`src/design/qvd_pkg.sv`:
```
// ----------------------------------------------------------------------------
// qvd_pkg: shared types and float helpers for the vector distance block
// Format codes, config struct, split float32 add and multiply (round to
// nearest even, subnormals kept) and the component decoders.
// ----------------------------------------------------------------------------
package qvd_pkg;

	localparam int LANES    = 8;
	localparam int CB_DEPTH = 256;
	localparam int CB_IDX_W = 8;

	localparam logic [3:0] FMT_FP16 = 4'd0;
	localparam logic [3:0] FMT_BF16 = 4'd1;
	localparam logic [3:0] FMT_U8   = 4'd2;
	localparam logic [3:0] FMT_S8   = 4'd3;
	localparam logic [3:0] FMT_CB1  = 4'd4;
	localparam logic [3:0] FMT_CB2  = 4'd5;
	localparam logic [3:0] FMT_CB3  = 4'd6;
	localparam logic [3:0] FMT_CB4  = 4'd7;
	localparam logic [3:0] FMT_CB8  = 4'd8;

	localparam logic [1:0] REG_CODE_FORMAT = 2'd0;
	localparam logic [1:0] REG_METRIC      = 2'd1;
	localparam logic [1:0] REG_PAIR        = 2'd2;

	localparam logic [31:0] QNAN = 32'h7FC00000;

	typedef struct packed {
		logic [3:0] fmt;
		logic       metric;
		logic       pair;
	} cfg_t;

	// aligned sum before normalization
	typedef struct packed {
		logic        nan;
		logic        inf;
		logic        isign;
		logic        sign;
		logic        zsign;
		logic [8:0]  exp;
		logic [27:0] raw;
	} add_mid_t;

	// raw mantissa product before normalization
	typedef struct packed {
		logic               nan;
		logic               inf;
		logic               sign;
		logic signed [10:0] exp;
		logic [47:0]        prod;
	} mul_mid_t;

	function automatic logic [4:0] clz27(logic [26:0] v);
		logic [4:0] c;
		logic       f;
		c = 5'd27;
		f = 1'b0;
		for (int i = 26; i >= 0; i--) begin
			if (!f && v[i]) begin
				c = 5'(26 - i);
				f = 1'b1;
			end
		end
		return c;
	endfunction

	function automatic logic [5:0] clz48(logic [47:0] v);
		logic [5:0] c;
		logic       f;
		c = 6'd48;
		f = 1'b0;
		for (int i = 47; i >= 0; i--) begin
			if (!f && v[i]) begin
				c = 6'(47 - i);
				f = 1'b1;
			end
		end
		return c;
	endfunction

	function automatic add_mid_t fadd_pre(logic [31:0] a, logic [31:0] b);
		logic        a_nan, b_nan, a_inf, b_inf, swap;
		logic [31:0] big, sml;
		logic [7:0]  eb, es;
		logic [23:0] mb, ms;
		logic [8:0]  d;
		logic [4:0]  sh;
		logic [53:0] ext;
		logic [26:0] al;
		add_mid_t    r;
		a_nan = (&a[30:23]) && (|a[22:0]);
		b_nan = (&b[30:23]) && (|b[22:0]);
		a_inf = (&a[30:23]) && !(|a[22:0]);
		b_inf = (&b[30:23]) && !(|b[22:0]);
		swap = b[30:0] > a[30:0];
		big = swap ? b : a;
		sml = swap ? a : b;
		eb = (big[30:23] == 8'd0) ? 8'd1 : big[30:23];
		es = (sml[30:23] == 8'd0) ? 8'd1 : sml[30:23];
		mb = {|big[30:23], big[22:0]};
		ms = {|sml[30:23], sml[22:0]};
		d = {1'b0, eb} - {1'b0, es};
		sh = (d > 9'd31) ? 5'd31 : d[4:0];
		ext = {ms, 3'b000, 27'd0} >> sh;
		al = ext[53:27] | {26'd0, |ext[26:0]};
		if (big[31] == sml[31])
			r.raw = {1'b0, mb, 3'b000} + {1'b0, al};
		else
			r.raw = {1'b0, mb, 3'b000} - {1'b0, al};
		r.exp = {1'b0, eb};
		r.sign = big[31];
		r.zsign = a[31] & b[31];
		r.nan = a_nan | b_nan | (a_inf & b_inf & (a[31] != b[31]));
		r.inf = a_inf | b_inf;
		r.isign = a_inf ? a[31] : b[31];
		return r;
	endfunction

	function automatic logic [31:0] fadd_post(add_mid_t m);
		logic [26:0] n;
		logic [9:0]  e;
		logic [8:0]  lim;
		logic [4:0]  lz, sh;
		logic [7:0]  ef;
		logic        up;
		logic [31:0] res;
		if (m.raw[27]) begin
			n = {m.raw[27:2], m.raw[1] | m.raw[0]};
			e = 10'(m.exp) + 10'd1;
		end else begin
			lz = clz27(m.raw[26:0]);
			lim = m.exp - 9'd1;
			sh = (9'(lz) < lim) ? lz : lim[4:0];
			n = m.raw[26:0] << sh;
			e = 10'(m.exp) - 10'(sh);
		end
		ef = n[26] ? e[7:0] : 8'd0;
		up = n[2] & (n[1] | n[0] | n[3]);
		if (m.nan)
			res = QNAN;
		else if (m.inf)
			res = {m.isign, 8'hFF, 23'd0};
		else if (m.raw == 28'd0)
			res = {m.zsign, 31'd0};
		else if (e >= 10'd255)
			res = {m.sign, 8'hFF, 23'd0};
		else
			res = {m.sign, ef, n[25:3]} + {31'd0, up};
		return res;
	endfunction

	function automatic mul_mid_t fmul_pre(logic [31:0] a, logic [31:0] b);
		logic       a_nan, b_nan, a_inf, b_inf, a_zero, b_zero;
		logic [7:0] ea, eb;
		logic [23:0] ma, mb;
		mul_mid_t   r;
		a_nan = (&a[30:23]) && (|a[22:0]);
		b_nan = (&b[30:23]) && (|b[22:0]);
		a_inf = (&a[30:23]) && !(|a[22:0]);
		b_inf = (&b[30:23]) && !(|b[22:0]);
		a_zero = a[30:0] == 31'd0;
		b_zero = b[30:0] == 31'd0;
		ea = (a[30:23] == 8'd0) ? 8'd1 : a[30:23];
		eb = (b[30:23] == 8'd0) ? 8'd1 : b[30:23];
		ma = {|a[30:23], a[22:0]};
		mb = {|b[30:23], b[22:0]};
		r.prod = {24'd0, ma} * {24'd0, mb};
		r.exp = $signed({3'b000, ea}) + $signed({3'b000, eb}) - 11'sd127;
		r.sign = a[31] ^ b[31];
		r.nan = a_nan | b_nan | (a_inf & b_zero) | (b_inf & a_zero);
		r.inf = a_inf | b_inf;
		return r;
	endfunction

	function automatic logic [31:0] fmul_post(mul_mid_t m);
		logic [5:0]         lz, shr;
		logic signed [10:0] er, dn;
		logic [47:0]        q, r;
		logic [95:0]        ext;
		logic               st, up;
		logic [7:0]         ef;
		logic [31:0]        res;
		lz = clz48(m.prod);
		q = m.prod << lz;
		er = m.exp + 11'sd1 - $signed({5'd0, lz});
		dn = 11'sd1 - er;
		shr = (dn > 11'sd63) ? 6'd63 : dn[5:0];
		if (er < 11'sd1) begin
			ext = {q, 48'd0} >> shr;
			r = ext[95:48];
			st = |ext[47:0];
		end else begin
			r = q;
			st = 1'b0;
		end
		ef = (er >= 11'sd1) ? er[7:0] : 8'd0;
		up = r[23] & ((|r[22:0]) | st | r[24]);
		if (m.nan)
			res = QNAN;
		else if (m.inf)
			res = {m.sign, 8'hFF, 23'd0};
		else if (m.prod == 48'd0)
			res = {m.sign, 31'd0};
		else if (er >= 11'sd255)
			res = {m.sign, 8'hFF, 23'd0};
		else
			res = {m.sign, ef, r[46:24]} + {31'd0, up};
		return res;
	endfunction

	function automatic logic [31:0] half_to_float(logic [15:0] h);
		logic [4:0]  e;
		logic [9:0]  m;
		logic [3:0]  p, k;
		logic [9:0]  mn;
		logic [7:0]  e32;
		logic [31:0] res;
		e = h[14:10];
		m = h[9:0];
		p = 4'd0;
		for (int i = 0; i < 10; i++) begin
			if (m[i])
				p = 4'(i);
		end
		k = 4'd10 - p;
		mn = m << k;
		e32 = 8'd113 - 8'(k);
		if (e == 5'd0) begin
			if (m == 10'd0)
				res = {h[15], 31'd0};
			else
				res = {h[15], e32, mn, 13'd0};
		end else if (e == 5'h1F) begin
			res = {h[15], 8'hFF, m, 13'd0} | ((m != 10'd0) ? 32'h00400000 : 32'd0);
		end else begin
			res = {h[15], 8'(e) + 8'd112, m, 13'd0};
		end
		return res;
	endfunction

	// small integer magnitude to float, exact
	function automatic logic [31:0] byte_to_float(logic s, logic [7:0] mg);
		logic [3:0]  p;
		logic [22:0] t;
		logic [31:0] res;
		p = 4'd0;
		for (int i = 0; i < 8; i++) begin
			if (mg[i])
				p = 4'(i);
		end
		t = {mg, 15'd0};
		t = t << (4'd8 - p);
		if (mg == 8'd0)
			res = 32'd0;
		else
			res = {s, 8'd127 + 8'(p), t};
		return res;
	endfunction

	function automatic logic [15:0] half_word(logic [63:0] lo, logic [63:0] hi, logic [2:0] j);
		logic [63:0] w;
		w = j[2] ? hi : lo;
		return 16'(w >> {j[1:0], 4'b0000});
	endfunction

	function automatic logic [7:0] byte_of(logic [63:0] lo, logic [2:0] j);
		return 8'(lo >> {j, 3'b000});
	endfunction

	function automatic logic [CB_IDX_W-1:0] cb_index(logic [3:0] fmt, logic [63:0] lo,
		logic [2:0] j);
		logic [CB_IDX_W-1:0] idx;
		unique case (fmt)
			FMT_CB1: idx = 8'(lo >> j) & 8'h1;
			FMT_CB2: idx = 8'(lo >> {j, 1'b0}) & 8'h3;
			FMT_CB3: idx = 8'(lo >> (6'({j, 1'b0}) + 6'(j))) & 8'h7;
			FMT_CB4: idx = 8'(lo >> {j, 2'b00}) & 8'hF;
			FMT_CB8: idx = byte_of(lo, j);
			default: idx = '0;
		endcase
		return idx;
	endfunction

	function automatic logic [31:0] decode(logic [3:0] fmt, logic [15:0] h, logic [7:0] by,
		logic [31:0] cb, logic ok);
		logic [31:0] v;
		unique case (fmt)
			FMT_FP16: v = half_to_float(h);
			FMT_BF16: v = {h, 16'd0};
			FMT_U8:   v = byte_to_float(1'b0, by);
			FMT_S8:   v = by[7] ? byte_to_float(1'b0, by - 8'd128)
			                    : byte_to_float(1'b1, 8'd128 - by);
			FMT_CB1, FMT_CB2, FMT_CB3, FMT_CB4, FMT_CB8: v = ok ? cb : 32'd0;
			default:  v = 32'd0;
		endcase
		return v;
	endfunction

endpackage

```
`src/design/qvd_reduce.sv`:
```
// ----------------------------------------------------------------------------
// qvd_reduce: lane merge tree
// Sums the eight final lane values as ((l0+l4)+(l1+l5))+((l2+l6)+(l3+l7)),
// each add split over two registered stages.
// ----------------------------------------------------------------------------
module qvd_reduce (
	input  logic                                clk,
	input  logic                                arst_n,
	input  logic                                adv,
	input  logic                                lanes_valid,
	input  logic [qvd_pkg::LANES-1:0][31:0]     lanes,
	output logic                                sum_valid,
	output logic [31:0]                         sum_bits
);

	localparam int HALF = qvd_pkg::LANES / 2;

	qvd_pkg::add_mid_t        m1_s1 [HALF];
	logic [HALF-1:0][31:0]    r1_s2;
	qvd_pkg::add_mid_t        m2_s3 [2];
	logic [1:0][31:0]         r2_s4;
	qvd_pkg::add_mid_t        m3_s5;
	logic                     v_s1, v_s2, v_s3, v_s4, v_s5;

	always_ff @(posedge clk or negedge arst_n) begin
		if (!arst_n) begin
			v_s1 <= 1'b0;
			v_s2 <= 1'b0;
			v_s3 <= 1'b0;
			v_s4 <= 1'b0;
			v_s5 <= 1'b0;
			sum_valid <= 1'b0;
		end else if (adv) begin
			v_s1 <= lanes_valid;
			v_s2 <= v_s1;
			v_s3 <= v_s2;
			v_s4 <= v_s3;
			v_s5 <= v_s4;
			sum_valid <= v_s5;
		end
	end

	always_ff @(posedge clk) begin
		if (adv) begin
			for (int i = 0; i < HALF; i++) begin
				m1_s1[i] <= qvd_pkg::fadd_pre(lanes[i], lanes[i + HALF]);
				r1_s2[i] <= qvd_pkg::fadd_post(m1_s1[i]);
			end
			m2_s3[0] <= qvd_pkg::fadd_pre(r1_s2[0], r1_s2[1]);
			m2_s3[1] <= qvd_pkg::fadd_pre(r1_s2[2], r1_s2[3]);
			r2_s4[0] <= qvd_pkg::fadd_post(m2_s3[0]);
			r2_s4[1] <= qvd_pkg::fadd_post(m2_s3[1]);
			m3_s5 <= qvd_pkg::fadd_pre(r2_s4[0], r2_s4[1]);
			// NaN results leave the adder already in canonical form
			sum_bits <= qvd_pkg::fadd_post(m3_s5);
		end
	end

endmodule

```
`config.mk`:
```
export PLATFORM = sky130hd
export DESIGN_NAME = qvd_reduce
export DESIGN_NICKNAME = d
export VERILOG_FILES = /design/src/design/qvd_pkg.sv /design/src/design/qvd_reduce.sv
export SDC_FILE = /design/constraint.sdc
export NUM_CORES = 2
export LEC_CHECK = 0
export ABC_AREA = 0
export BUFFER_PORTS_ARGS = -buffer_cell sky130_fd_sc_hd__buf_2
export CAP_MARGIN = 20
export CORE_MARGIN = 1
export CORE_UTILIZATION = 42
export DETAILED_ROUTE_END_ITERATION = 6
export SYNTH_ARGS = -nofsm -noshare
export SYNTH_HDL_FRONTEND = slang
export SYNTH_SLANG_ARGS = --single-unit
```
`constraint.sdc`:
```
create_clock -name clk -period 13.95 [get_ports clk]
set_input_delay 4.185 -clock clk [delete_from_list [all_inputs] [get_ports clk]]
set_output_delay 4.185 -clock clk [all_outputs]
set_load 0.03 [all_outputs]
```
==> metrics.txt <==
# TYPE chip_impl_metric gauge
chip_impl_metric{name="final_max_slew_viol_count",unit=""} 0
chip_impl_metric{name="final_util",unit=""} 0.483
chip_impl_metric{name="area.growth.synth_to_final",unit="%"} 13.7
chip_impl_metric{name="dieArea",unit="um2"} 212000
chip_impl_info{name="cts.root.buffer_cell",value="sky130_fd_sc_hd__clkbuf_16"} 1
chip_impl_metric{name="floorplan.die.height",unit="um"} 461
chip_impl_info{name="synthDominantAreaCellType",value="sky130_fd_sc_hd__edfxtp_1"} 1
chip_impl_metric{name="leakage_power",unit="uW"} 0.0427
chip_impl_metric{name="floorplan.initialDensity",unit=""} 0.425
chip_impl_metric{name="worst_setup_hold_path_clk_slew",unit="ps"} 50
chip_impl_metric{name="worst_skew_pair.late_latency",unit="ps"} 700
chip_impl_metric{name="report.final.hold_viol_count",unit=""} 0
chip_impl_metric{name="vias_per_cell",unit=""} 6.35
chip_impl_metric{name="grt_total_ovfl",unit=""} 0
chip_impl_metric{name="cts_made_buffers",unit=""} 68
chip_impl_metric{name="power_frac_comb",unit=""} 0.690
chip_impl_metric{name="finalCriticalPeriod",unit="ps"} 13370
chip_impl_metric{name="sw_frac_of_total",unit=""} 0.519
chip_impl_metric{name="drt_wl_total",unit="um"} 359000
chip_impl_metric{name="synthesis.area",unit="um2"} 88300
chip_impl_metric{name="synth-xor-area-share",unit=""} 0.0429
chip_impl_metric{name="dp_hpwl",unit="um"} 289000
chip_impl_metric{name="timing.setup.tns",unit="ps"} 0
chip_impl_metric{name="remaining_drc_errors",unit=""} 1
chip_impl_info{name="final_common_cell",value="sky130_fd_sc_hd__nand2_1"} 1
chip_impl_metric{name="synth_seq_cells",unit=""} 517
chip_impl_metric{name="first_global_vias",unit=""} 92179
chip_impl_metric{name="number_of_clock_sinks_seen_by_cts",unit=""} 517
chip_impl_metric{name="worst-endpoint-required",unit="ps"} 14380
chip_impl_metric{name="critical-path-max-stage-delay",unit="ps"} 470
chip_impl_metric{name="worst-path-max-fanout",unit=""} 11
chip_impl_metric{name="number_of_drc_markers_in_iteration_0",unit=""} 10770
chip_impl_metric{name="pwr_density_cell",unit="nW/um2"} 145
chip_impl_info{name="synth_top_family_by_area",value="compound AO/OA/AOI/OAI gates"} 1
chip_impl_metric{name="maxCapViolations",unit=""} 0
chip_impl_info{name="layout_common_cells",value="1197 x sky130_fd_sc_hd__nand2_1, 1083 x sky130_fd_sc_hd__nor2_1, 885 x sky130_fd_sc_hd__buf_4"} 1
chip_impl_info{name="critical-path-top-cell-by-count",value="sky130_fd_sc_hd__a21o_1"} 1
chip_impl_metric{name="finalClockSkew",unit="ps"} 32.4
chip_impl_metric{name="period_share",unit=""} 0.958
chip_impl_metric{name="via_count",unit=""} 98053
chip_impl_metric{name="power.switching",unit="uW"} 7530
chip_impl_metric{name="finalInstanceArea",unit="um2"} 100000
chip_impl_metric{name="slew_headroom",unit=""} 0.205
chip_impl_info{name="outcome",value="finished with violations"} 1
chip_impl_metric{name="use_met2",unit=""} 0.519
chip_impl_metric{name="clockPowerShare",unit=""} 0.122
chip_impl_metric{name="synth.area.mux_share",unit=""} 0.105
chip_impl_info{name="area_contributors_post_synth",value="sky130_fd_sc_hd__edfxtp_1 17%, sky130_fd_sc_hd__ha_1 10%, sky130_fd_sc_hd__mux2i_1 7.1%"} 1
chip_impl_metric{name="place.port_buffers",unit=""} 292
chip_impl_metric{name="htreeDepth",unit=""} 3
chip_impl_metric{name="met3_usage",unit=""} 0.0452
chip_impl_metric{name="rows",unit=""} 167
chip_impl_metric{name="synthesis.instances",unit=""} 12003
chip_impl_metric{name="max-vdd-ir-drop",unit="mV"} 0.133
chip_impl_metric{name="fmaxAchievable",unit="MHz"} 74.8
chip_impl_info{name="endpoint_kind",value="flip-flop"} 1
chip_impl_info{name="worstSetupPathType",value="in2reg"} 1
chip_impl_metric{name="synth_fa_ha_area_frac",unit=""} 0.105
chip_impl_metric{name="grt_use_total",unit=""} 0.325
chip_impl_metric{name="core_region_area",unit="um2"} 208000
chip_impl_metric{name="synth_cell_type_count",unit=""} 110
chip_impl_metric{name="layout.nets",unit=""} 13574
chip_impl_metric{name="timing.critical_path.arrival",unit="ps"} 13800
chip_impl_metric{name="final.fill_count",unit=""} 21046
chip_impl_metric{name="grt_first_pass_wirelength",unit="um"} 550000
chip_impl_metric{name="synth_compound_area_frac",unit=""} 0.274
chip_impl_metric{name="synth_top_area_frac",unit=""} 0.174
chip_impl_metric{name="first_pass_iters",unit=""} 7
chip_impl_metric{name="worst_slew_pin_slew",unit="ps"} 1160
chip_impl_info{name="cts_tree",value="yes"} 1
chip_impl_metric{name="yosys_warnings",unit=""} 0
chip_impl_metric{name="edff_count_synth",unit=""} 511
chip_impl_metric{name="cts_hold_repair.buffers",unit=""} 0
chip_impl_metric{name="syn_nets",unit=""} 12995
chip_impl_info{name="crit_path_start_kind",value="primary input"} 1
chip_impl_metric{name="count_of_antenna_violating_nets_left_after_detailed_routing",unit=""} 0
chip_impl_metric{name="avgSynthCellArea",unit="um2"} 7.36
chip_impl_info{name="synth_ff_type",value="sky130_fd_sc_hd__edfxtp_1"} 1
chip_impl_metric{name="seq_power_share",unit=""} 0.188
chip_impl_info{name="grt.busiest_layer",value="met2"} 1
chip_impl_metric{name="share_of_flip_flops_with_an_asynchronous_set_or_reset",unit=""} 0.0116
chip_impl_metric{name="io_pins",unit=""} 293
chip_impl_metric{name="max-clock-path-buffers",unit=""} 3
chip_impl_metric{name="post_dp_area",unit="um2"} 97900
chip_impl_info{name="violations",value="DRC"} 1
chip_impl_metric{name="routedWlPerCell",unit="um"} 23.3
chip_impl_info{name="hold_class",value="reg2reg"} 1
chip_impl_metric{name="power.internal",unit="uW"} 6990
chip_impl_metric{name="report.power.total",unit="uW"} 14500
chip_impl_metric{name="die_width",unit="um"} 461
chip_impl_metric{name="yosysSeqAreaShare",unit=""} 0.175
chip_impl_metric{name="setup_violations",unit=""} 0
chip_impl_metric{name="maximum_number_of_pins_on_one_net_before_global_route_repair",unit=""} 148
chip_impl_metric{name="drive_gt1_frac",unit=""} 0.138
chip_impl_metric{name="grt_antenna_before_repair",unit=""} 14
chip_impl_metric{name="groute.layer.met1.usage",unit=""} 0.441
chip_impl_metric{name="place.gp.congestion",unit=""} 1.00
chip_impl_info{name="cp_slowest_cell",value="sky130_fd_sc_hd__a221o_2"} 1
chip_impl_metric{name="synth-simple-area-share",unit=""} 0.234
## flip-flops by register name, summed over array words and instances (netlist names), 32 cells and up
name,flops
m1_s1,164
m2_s3,82
r2_s4,64
sum_bits,32
r1_s2,128
m3_s5,41
## area by class of cell
class                   count  area, um2  share of cell area
multi-input cells       10024      67700               0.674
flip-flops and latches    517      15500               0.154
repair buffers           1202       8600              0.0857
well taps                2788       3490              0.0347
inverters                 769       2890              0.0288
clock buffers              82       1750              0.0175
clock inverters            42        490             0.00488
diodes                     11       27.5            0.000274
## power by group through the flow
stage | logic (uW) | registers, uW | clock network [uW]
2_1_floorplan | 6690 | 2420 | 0
3_3_place_gp | 9680 | 2730 | 0
3_5_place_dp | 9730 | 2730 | 0
4_1_cts | 9780 | 2700 | 1820
5_1_grt | 10800 | 2750 | 1870
6_report | 10000 | 2730 | 1770
## worst paths after layout
| kind | endpoint | from | slack, ps | depth (start not counted) |
|---|---|---|---|---|
| max in group asynchronous | v_s4$_DFFE_PN0P_ | arst_n | 10490 | 1 |
| worst min-delay path | v_s3$_DFFE_PN0P_ | v_s3$_DFFE_PN0P_ | 500 | 1 |
| worst max-delay path | m1_s1[1][25]$_DFFE_PP_ | lanes[48] | 580 | 52 |
| worst max register to register | m2_s3[0][66]$_DFFE_PP_ | r1_s2[78]$_SDFFCE_PP0P_ | 1220 | 51 |
| worst min register to register | v_s3$_DFFE_PN0P_ | v_s3$_DFFE_PN0P_ | 500 | 1 |
| min in group asynchronous | v_s3$_DFFE_PN0P_ | arst_n | 3320 | 1 |
## repair_timing
action	4_1_cts	5_1_grt
endpoints found under the hold margin	0	0
buffers inserted	0	4
resized for setup	0	46
endpoints found under the setup margin	0	22
## cell families after synthesis
logic type | after synthesis
adder cells (fa/ha/maj) | 732
flip-flops | 517
XOR/XNOR | 433
AO/OA/AOI/OAI | 3690
AND/OR/NAND/NOR | 4325
buffers and inverters | 1463
multiplexers | 843
## per-stage QoR
step	worst slack (ps)	cells	hold WS, ps
2_1_floorplan	-0.720	12003	475
3_3_place_gp	-184	15292	483
3_5_place_dp	-235	15292	490
4_1_cts	492	15416	508
5_1_grt	-31.6	15431	524
6_report	581	15435	504
## critical path: cells and delay by family
family | cells | cell delay (ps)
AO/OA/AOI/OAI | 30 | 5620
AND/OR/NAND/NOR | 6 | 1030
XOR/XNOR | 1 | 90
adder cells (fa/ha/maj) | 5 | 1450
multiplexers | 1 | 330
buffers and inverters | 9 | 1050
## Yosys cell counts (80+ instances only)
library cell and n:
sky130_fd_sc_hd__nand2_1 1200, sky130_fd_sc_hd__nor2_1 1090, sky130_fd_sc_hd__a21oi_1 882, sky130_fd_sc_hd__o21ai_0 819
sky130_fd_sc_hd__inv_1 745, sky130_fd_sc_hd__ha_1 711, sky130_fd_sc_hd__mux2i_1 626, sky130_fd_sc_hd__clkbuf_1 546
sky130_fd_sc_hd__edfxtp_1 511, sky130_fd_sc_hd__nand3_1 456, sky130_fd_sc_hd__nor3_1 376, sky130_fd_sc_hd__xnor2_1 287
sky130_fd_sc_hd__nor4_1 218, sky130_fd_sc_hd__nand4_1 202, sky130_fd_sc_hd__a21o_1 200, sky130_fd_sc_hd__o211ai_1 189
sky130_fd_sc_hd__mux2_2 170, sky130_fd_sc_hd__a211oi_1 167, sky130_fd_sc_hd__xor2_1 146, sky130_fd_sc_hd__o31ai_1 140
sky130_fd_sc_hd__a31oi_1 138, sky130_fd_sc_hd__nand2b_1 128, sky130_fd_sc_hd__o22ai_1 110, sky130_fd_sc_hd__and3_1 108
sky130_fd_sc_hd__nor2b_1 107, sky130_fd_sc_hd__or3_1 100, sky130_fd_sc_hd__o21bai_1 98, sky130_fd_sc_hd__a22oi_1 94
sky130_fd_sc_hd__buf_1 89, sky130_fd_sc_hd__and2_1 85, sky130_fd_sc_hd__o21a_1 80
## per-layer routing
| layer | up-vias | share of wire |
|---|---|---|
| met2 | 4593 | 0.44 |
| met3 | 802 | 0.077 |
| met5 | - | 0.00011 |
| met4 | 6 | 0.042 |
| li1 | 46119 | - |
| met1 | 46533 | 0.44 |
(Power assumes the default switching activity.)
